### src/rtl/ambc_pkg.sv
// Shared codes, types and base helpers for the banded mismatch-count aligner.
`timescale 1ns / 1ps
package ambc_pkg;

	// Command codes carried in the input tuser
	localparam logic [1:0] CMD_REF  = 2'd0;
	localparam logic [1:0] CMD_READ = 2'd1;
	localparam logic [1:0] CMD_RUN  = 2'd2;

	// Result status codes
	localparam logic [1:0] STS_ALIGNED = 2'd0;
	localparam logic [1:0] STS_GAP     = 2'd1;
	localparam logic [1:0] STS_LOW     = 2'd2;
	localparam logic [1:0] STS_OVF     = 2'd3;

	// Configuration register indexes
	localparam logic [2:0] CFG_MATCH    = 3'd0;
	localparam logic [2:0] CFG_MISMATCH = 3'd1;
	localparam logic [2:0] CFG_GAP      = 3'd2;
	localparam logic [2:0] CFG_MIN      = 3'd3;
	localparam logic [2:0] CFG_BAND     = 3'd4;

	// Traceback move codes
	localparam logic [1:0] MV_DIAG = 2'd0;
	localparam logic [1:0] MV_DEL  = 2'd1;
	localparam logic [1:0] MV_INS  = 2'd2;

	// Base characters
	localparam logic [7:0] CH_UA = 8'h41;
	localparam logic [7:0] CH_UC = 8'h43;
	localparam logic [7:0] CH_UG = 8'h47;
	localparam logic [7:0] CH_UT = 8'h54;
	localparam logic [7:0] CH_LA = 8'h61;
	localparam logic [7:0] CH_LC = 8'h63;
	localparam logic [7:0] CH_LG = 8'h67;
	localparam logic [7:0] CH_LT = 8'h74;
	localparam logic [7:0] CH_N  = 8'h4E;

	typedef enum logic [2:0] {
		ST_IDLE,
		ST_INIT,
		ST_FILL,
		ST_BEST,
		ST_TB_REQ,
		ST_TB_EVAL,
		ST_OUT
	} state_t;

	// Complement a base; anything that is not A/C/G/T becomes N
	function automatic logic [7:0] comp_base(input logic [7:0] b);
		logic [7:0] r;
		case (b) inside
			CH_UA, CH_LA: r = CH_UT;
			CH_UC, CH_LC: r = CH_UG;
			CH_UG, CH_LG: r = CH_UC;
			CH_UT, CH_LT: r = CH_UA;
			default: r = CH_N;
		endcase
		return r;
	endfunction

endpackage

### src/rtl/ambc_cell.sv
// One band cell: holds the score of one band diagonal and its column of traceback moves.
`timescale 1ns / 1ps
module ambc_cell import ambc_pkg::*; #(
	parameter int CIDX       = 0,
	parameter int MAX_BAND   = 32,
	parameter int MAX_BASES  = 256,
	parameter int SCORE_BITS = 16
) (
	input  logic                                 clk,
	input  logic                                 arst_n,
	input  logic                                 init,
	input  logic [$clog2(MAX_BAND+1)-1:0]        band,
	input  logic [$clog2(MAX_BASES+1)-1:0]       ql,
	input  logic [$clog2(MAX_BASES+1)-1:0]       rl,
	input  logic signed [5:0]                    match_sc,
	input  logic signed [5:0]                    mism_sc,
	input  logic signed [5:0]                    gap_sc,
	input  logic                                 ref_in_v,
	input  logic [$clog2(MAX_BASES+1)-1:0]       ref_in_i,
	input  logic [7:0]                           ref_in_b,
	input  logic [7:0]                           rd_in_b,
	input  logic signed [SCORE_BITS-1:0]         s_left,
	input  logic signed [SCORE_BITS-1:0]         s_right,
	input  logic [$clog2(MAX_BASES)-1:0]         tb_addr,
	output logic                                 ref_v_q,
	output logic [$clog2(MAX_BASES+1)-1:0]       ref_i_q,
	output logic [7:0]                           ref_b_q,
	output logic [7:0]                           rd_b_q,
	output logic signed [SCORE_BITS-1:0]         s_q,
	output logic [1:0]                           tb_op_q,
	output logic                                 col_hit_q,
	output logic                                 row_hit_q,
	output logic signed [SCORE_BITS-1:0]         ev_v_q,
	output logic [$clog2(MAX_BASES+1)-1:0]       ev_i_q,
	output logic [$clog2(MAX_BASES+1)-1:0]       ev_j_q
);
	localparam int SB    = SCORE_BITS;
	localparam int AW    = $clog2(MAX_BASES);
	localparam int CW    = $clog2(MAX_BASES + 1);
	localparam int BW    = $clog2(MAX_BAND + 1);
	localparam int JW    = CW + 2;
	localparam int DOFF  = CIDX - MAX_BAND;
	localparam int ADOFF = (DOFF < 0) ? -DOFF : DOFF;
	localparam logic signed [SB-1:0] FLOOR = {1'b1, {(SB-1){1'b0}}};
	localparam logic signed [SB-1:0] TOPS  = {1'b0, {(SB-1){1'b1}}};

	logic [1:0] tr_mem [MAX_BASES];

	logic                 active;
	logic signed [JW-1:0] j;
	logic signed [JW-1:0] qls;
	logic                 j_zero;
	logic                 j_out;
	logic                 eq;
	logic signed [SB-1:0] diag_v;
	logic signed [SB-1:0] del_v;
	logic signed [SB-1:0] ins_v;
	logic signed [SB-1:0] best_v;
	logic [1:0]           op;
	logic signed [SB-1:0] new_s;
	logic signed [SB-1:0] init_s;
	logic                 wr_move;

	// Add a score step and clamp to the signed score range
	function automatic logic signed [SB-1:0] add_sat(input logic signed [SB-1:0] a,
			input logic signed [5:0] sc);
		logic signed [SB:0] x;
		x = $signed({a[SB-1], a}) + (SB+1)'(sc);
		if (x[SB] != x[SB-1]) begin
			return x[SB] ? FLOOR : TOPS;
		end
		return x[SB-1:0];
	endfunction

	assign active = (BW'(ADOFF) <= band);
	assign j      = $signed({2'b00, ref_i_q}) + JW'(DOFF);
	assign qls    = $signed({2'b00, ql});
	assign j_zero = (j == '0);
	assign j_out  = (j < 0) || (j > qls);

	// Pick the best of diagonal, deletion and insertion; ties keep the earlier one
	always_comb begin
		eq     = (ref_b_q == rd_b_q);
		diag_v = add_sat(s_q, eq ? match_sc : mism_sc);
		del_v  = add_sat(s_right, gap_sc);
		ins_v  = add_sat(s_left, gap_sc);
		best_v = diag_v;
		op     = MV_DIAG;
		if (del_v > best_v) begin
			best_v = del_v;
			op     = MV_DEL;
		end
		if (ins_v > best_v) begin
			best_v = ins_v;
			op     = MV_INS;
		end
		if (!active) begin
			new_s = FLOOR;
		end else if (j_zero) begin
			new_s = '0;
		end else if (j_out) begin
			new_s = FLOOR;
		end else begin
			new_s = best_v;
		end
		wr_move = ref_v_q && active && !j_zero && !j_out;
		if (active && (DOFF >= 0) && (JW'(DOFF) <= qls)) begin
			init_s = '0;
		end else begin
			init_s = FLOOR;
		end
	end

	// Pass reference tokens right and read bases left
	always_ff @(posedge clk or negedge arst_n) begin
		if (!arst_n) begin
			ref_v_q   <= 1'b0;
			col_hit_q <= 1'b0;
			row_hit_q <= 1'b0;
		end else begin
			ref_v_q   <= ref_in_v;
			col_hit_q <= ref_v_q && active && (j == qls);
			row_hit_q <= ref_v_q && active && (ref_i_q == rl) && !j_out;
		end
	end

	// Hold the score of this diagonal, updated once per row
	always_ff @(posedge clk) begin
		ref_i_q <= ref_in_i;
		ref_b_q <= ref_in_b;
		rd_b_q  <= rd_in_b;
		ev_v_q  <= new_s;
		ev_i_q  <= ref_i_q;
		ev_j_q  <= j[CW-1:0];
		if (init) begin
			s_q <= init_s;
		end else if (ref_v_q) begin
			s_q <= new_s;
		end
	end

	// Store moves by row, read one back for traceback
	always_ff @(posedge clk) begin
		if (wr_move) begin
			tr_mem[AW'(ref_i_q - CW'(1))] <= op;
		end
		tb_op_q <= tr_mem[tb_addr];
	end

endmodule

### config.mk
export PLATFORM = sky130hd
export DESIGN_NAME = ambc_cell
export DESIGN_NICKNAME = d
export VERILOG_FILES = /design/src/rtl/ambc_pkg.sv /design/src/rtl/ambc_cell.sv
export SDC_FILE = /design/constraint.sdc
export NUM_CORES = 1
export LEC_CHECK = 0
export BUFFER_PORTS_ARGS = -buffer_cell sky130_fd_sc_hd__buf_2
export CAP_MARGIN = 10
export CORE_MARGIN = 8
export CORE_UTILIZATION = 53
export DETAILED_ROUTE_END_ITERATION = 10
export HOLD_SLACK_MARGIN = 0.1
export MAX_ROUTING_LAYER = met4
export PLACE_DENSITY_LB_ADDON = 0.15
export SLEW_MARGIN = 40
export SYNTH_ARGS = -nofsm -noshare
export SYNTH_HDL_FRONTEND = slang
export SYNTH_SLANG_ARGS = --single-unit
export TNS_END_PERCENT = 100
### constraint.sdc
create_clock -name clk -period 29.7 [get_ports clk]
set_input_delay 4.455 -clock clk [delete_from_list [all_inputs] [get_ports clk]]
set_output_delay 4.455 -clock clk [all_outputs]
set_load 0.05 [all_outputs]
==> flow_summary.yaml <==
run_status:
  outcome: "finished clean"
power_and_ir_drop:
  finalPower_mw: 3.94
  sequentialPowerShare_pct: 43.2
  p_leak_nw: 10.5
  power_frac_clock_pct: 17.9
  p_sw_mw: 1.52
  p_sw_share_pct: 38.6
  pwr-share-comb_pct: 38.9
  power_density_nw_per_um2: 128
  peakVddDrop_v: 0.000244
  p_int_mw: 2.42
yosys:
  synthCells: 1851
  synth_seq_area_share_pct: 62.1
  synth_cell_type_count: 69
  netlist_area_um2: 27200
  synthTopCellsByArea: "edfxtp_1 57%, mux4_2 14%, dfxtp_1 5.3%"
  async_flop_share_pct: 0.511
  yosysWarnings: 0
  synth_edf_count: 512
  synth_area_per_cell_um2: 14.7
  netlist.area_leader.share_pct: 56.6
  yosys.area.top_type: "edfxtp_1"
  ys_seq_elements: 587
  synth_nets: 2061
  synth-main-ff-cell: "edfxtp_1"
sta:
  tns_ns: 0
  maxSlewViolCount: 0
  period_needed_ns: 13.47
  setup_viol_count_final: 0
  rsz0062_at_grt: "false"
  hold_viol: 0
  fin_hold_ws_ns: 0.474
  worstMarginPinSlew_ns: 0.841
  fmax_mhz: 74.2
  relSlewSlack_pct: 43.9
  finalCritPeriodShare_pct: 45.4
  fin_skew_ns: 0.0347
floorplan:
  die_width_um: 242
  die_area_um2: 58800
  core_area_um2: 51000
  die_h_um: 242
  placement_rows: 83
  start_util_pct: 53.3
  ios: 191
placed_design:
  place_hpwl_um: 42300
  port_buffers: 185
  place.gp.congestion: 0.924
  dp.cells: 2631
clocking:
  root_buffer: "clkbuf_16"
  h-tree-depth: 2
  post_cts_resized: 0
  post_cts_buffers: 0
  clk_latency_ns: 0.63
  cts_buffer_depth: 3
  hold_buffers: 0
  numCtsBuffers: 59
  cts_tree: "yes"
  cts_sinks: 587
  path_clk_slew_ns: 0.06
final_layout:
  drive_gt1_share_pct: 23.8
  utilization_pct: 60.1
  layoutNonFillerInstCount: 2746
  syn2layout_area_growth_pct: 12.7
  final_nets: 2224
  fill_cells: 3926
routing:
  final_antenna_net_count: 0
  firstDrtPassIters: 7
  viasPerCell: 6.02
  dr.first_iter.drc_count: 1461
  drt_wl_total_um: 65900
  drc: 0
  wire_per_inst_um: 24.0
  vias: 16500
min_path:
  hold-path-endpoint: "ev_i_q[8]"
  hold_class: "reg -> reg"
  hold_depth: 0
  min_from: "ref_i_q[8]"
critical_path:
  cp.arrival_ns: 13.85
  cp_data_required_time_ns: 30.07
  end_kind: "flip-flop"
  cp_top_family: "compound AO/OA/AOI/OAI gates"
  cp_slowest_cell: "or4b_2"
  cp_max_fo: 136
  r2r-end: "tr_mem[174][0]"
  crit_path_max_incr_delay_ns: 0.68
  rr_worst_depth: 34
  critPathLaunchType: "input pin"
  path_class: "in -> reg"
  r2r_slack_ns: 19.00
  path_buf_inv: 4
  r2r-start: "rd_b_q[3]"
  crit_top_cell: "ha_1"
global_route:
  antenna_found_initial: 1
  grt_max_degree: 137
  grt_pass1_wl_um: 101000
  track_usage_pct: 22.8
  grt_pass1_vias: 17300
  grt.overflow.total: 0
flow_run:
  maxCapViolations: 0
-- worst max path at each step --
stage	start	slack [ns]	cells after the start	end
floorplan	mism_sc[5]	4.89	31	tr_mem[0][0]
global placement	mism_sc[1]	15.69	32	tr_mem[149][0]
detailed placement	mism_sc[5]	15.64	32	tr_mem[149][0]
CTS	mism_sc[1]	16.26	33	tr_mem[206][0]
global route	mism_sc[1]	15.49	32	tr_mem[140][0]
finish	mism_sc[1]	16.23	32	tr_mem[174][0]
-- metal layers --
| layer | part of all wire, % | track usage [%] |
|---|---|---|
| met1 | 40 | 28.5 |
| met2 | 50 | 37.6 |
| met3 | 5.3 | 3.03 |
| met4 | 4.1 | 9.38 |
| met5 | 0 | - |
-- through the flow --
stage          instance area (um2)  setup slack (ns)
6_report                     30600             16.23
5_1_grt                      30600             15.49
4_1_cts                      30600             16.26
3_5_place_dp                 28700             15.64
3_3_place_gp                 28700             15.69
2_1_floorplan                27200              4.89
-- cell usage in the layout, fill, tap and decap left out, drive strengths merged, types with 8 or more instances in the layout --
master / n
edfxtp: 512
nor2: 322
buf: 209
mux4: 168
ha: 96
clkbuf: 74
dfxtp: 72
nand2: 64
o21ai: 57
a21oi: 54
inv: 43
xor2: 36
clkinv: 31
nand3: 30
a211oi: 24
xnor2: 20
o22ai: 20
nor3: 19
a21o: 15
nor2b: 14
o21a: 13
nor4: 12
nand4: 11
and3: 11
a31oi: 10
or3: 9
o211ai: 9
mux2: 8
a32oi: 8
-- kinds of logic after synthesis --
kind of cell	count (synthesis)	synth area share, %
flops	587	62.1
simple gates	519	8.27
compound gates	260	6.27
mux	183	14.5
buf+inv	147	2.37
fa+ha+maj	99	4.64
xor+xnor	56	1.80
-- power by group through the flow --
stage          logic, mW  registers (mW)  clock network [mW]
5_1_grt             1.70            1.70               0.748
3_3_place_gp        1.48            1.73                   0
3_5_place_dp        1.53            1.72                   0
4_1_cts             1.54            1.70               0.718
6_report            1.53            1.70               0.704
2_1_floorplan      0.885            2.07                   0
-- synthesized netlist by cell type, drive strengths merged (4+ instances only) --
master,instances
or3,9
mux4,168
ha,96
a211oi,24
nor3,19
edfxtp,512
mux2i,7
o211ai,9
and2,6
dfxtp,72
o21a,13
o22ai,20
nor2,322
a31oi,10
nand2,64
nor2b,14
xor2,36
o21ai,57
nand4,11
nor3b,5
and3,11
xnor2,20
nor4,12
o41ai,4
clkbuf,67
a21oi,54
buf,41
a21o,15
nand2b,4
a32oi,8
nand3,30
inv,38
o21bai,7
or2,5
mux2,8
-- registers in the layout, indices dropped and copies added, names as in the netlist, 2 cells and up --
| name | flops |
|---|---|
| ev_j_q | 9 |
| tr_mem | 512 |
| ev_v_q | 16 |
| ev_i_q | 4 |
| s_q | 16 |
| rd_b_q | 8 |
| ref_b_q | 8 |
| ref_i_q | 9 |
| tb_op_q | 2 |
-- layout make-up --
type,instances,area (um2),area share (%)
inverter,39,151,0.494
multi-input combinational,1117,9700,31.7
timing repair buffer,210,1200,3.92
antenna,1,2.50,0.00817
clock inverter,39,287,0.935
clock buffer,73,1560,5.08
tap,680,851,2.78
sequential,587,16900,55.1
No activity file was read; power rests on OpenSTA's default activity.
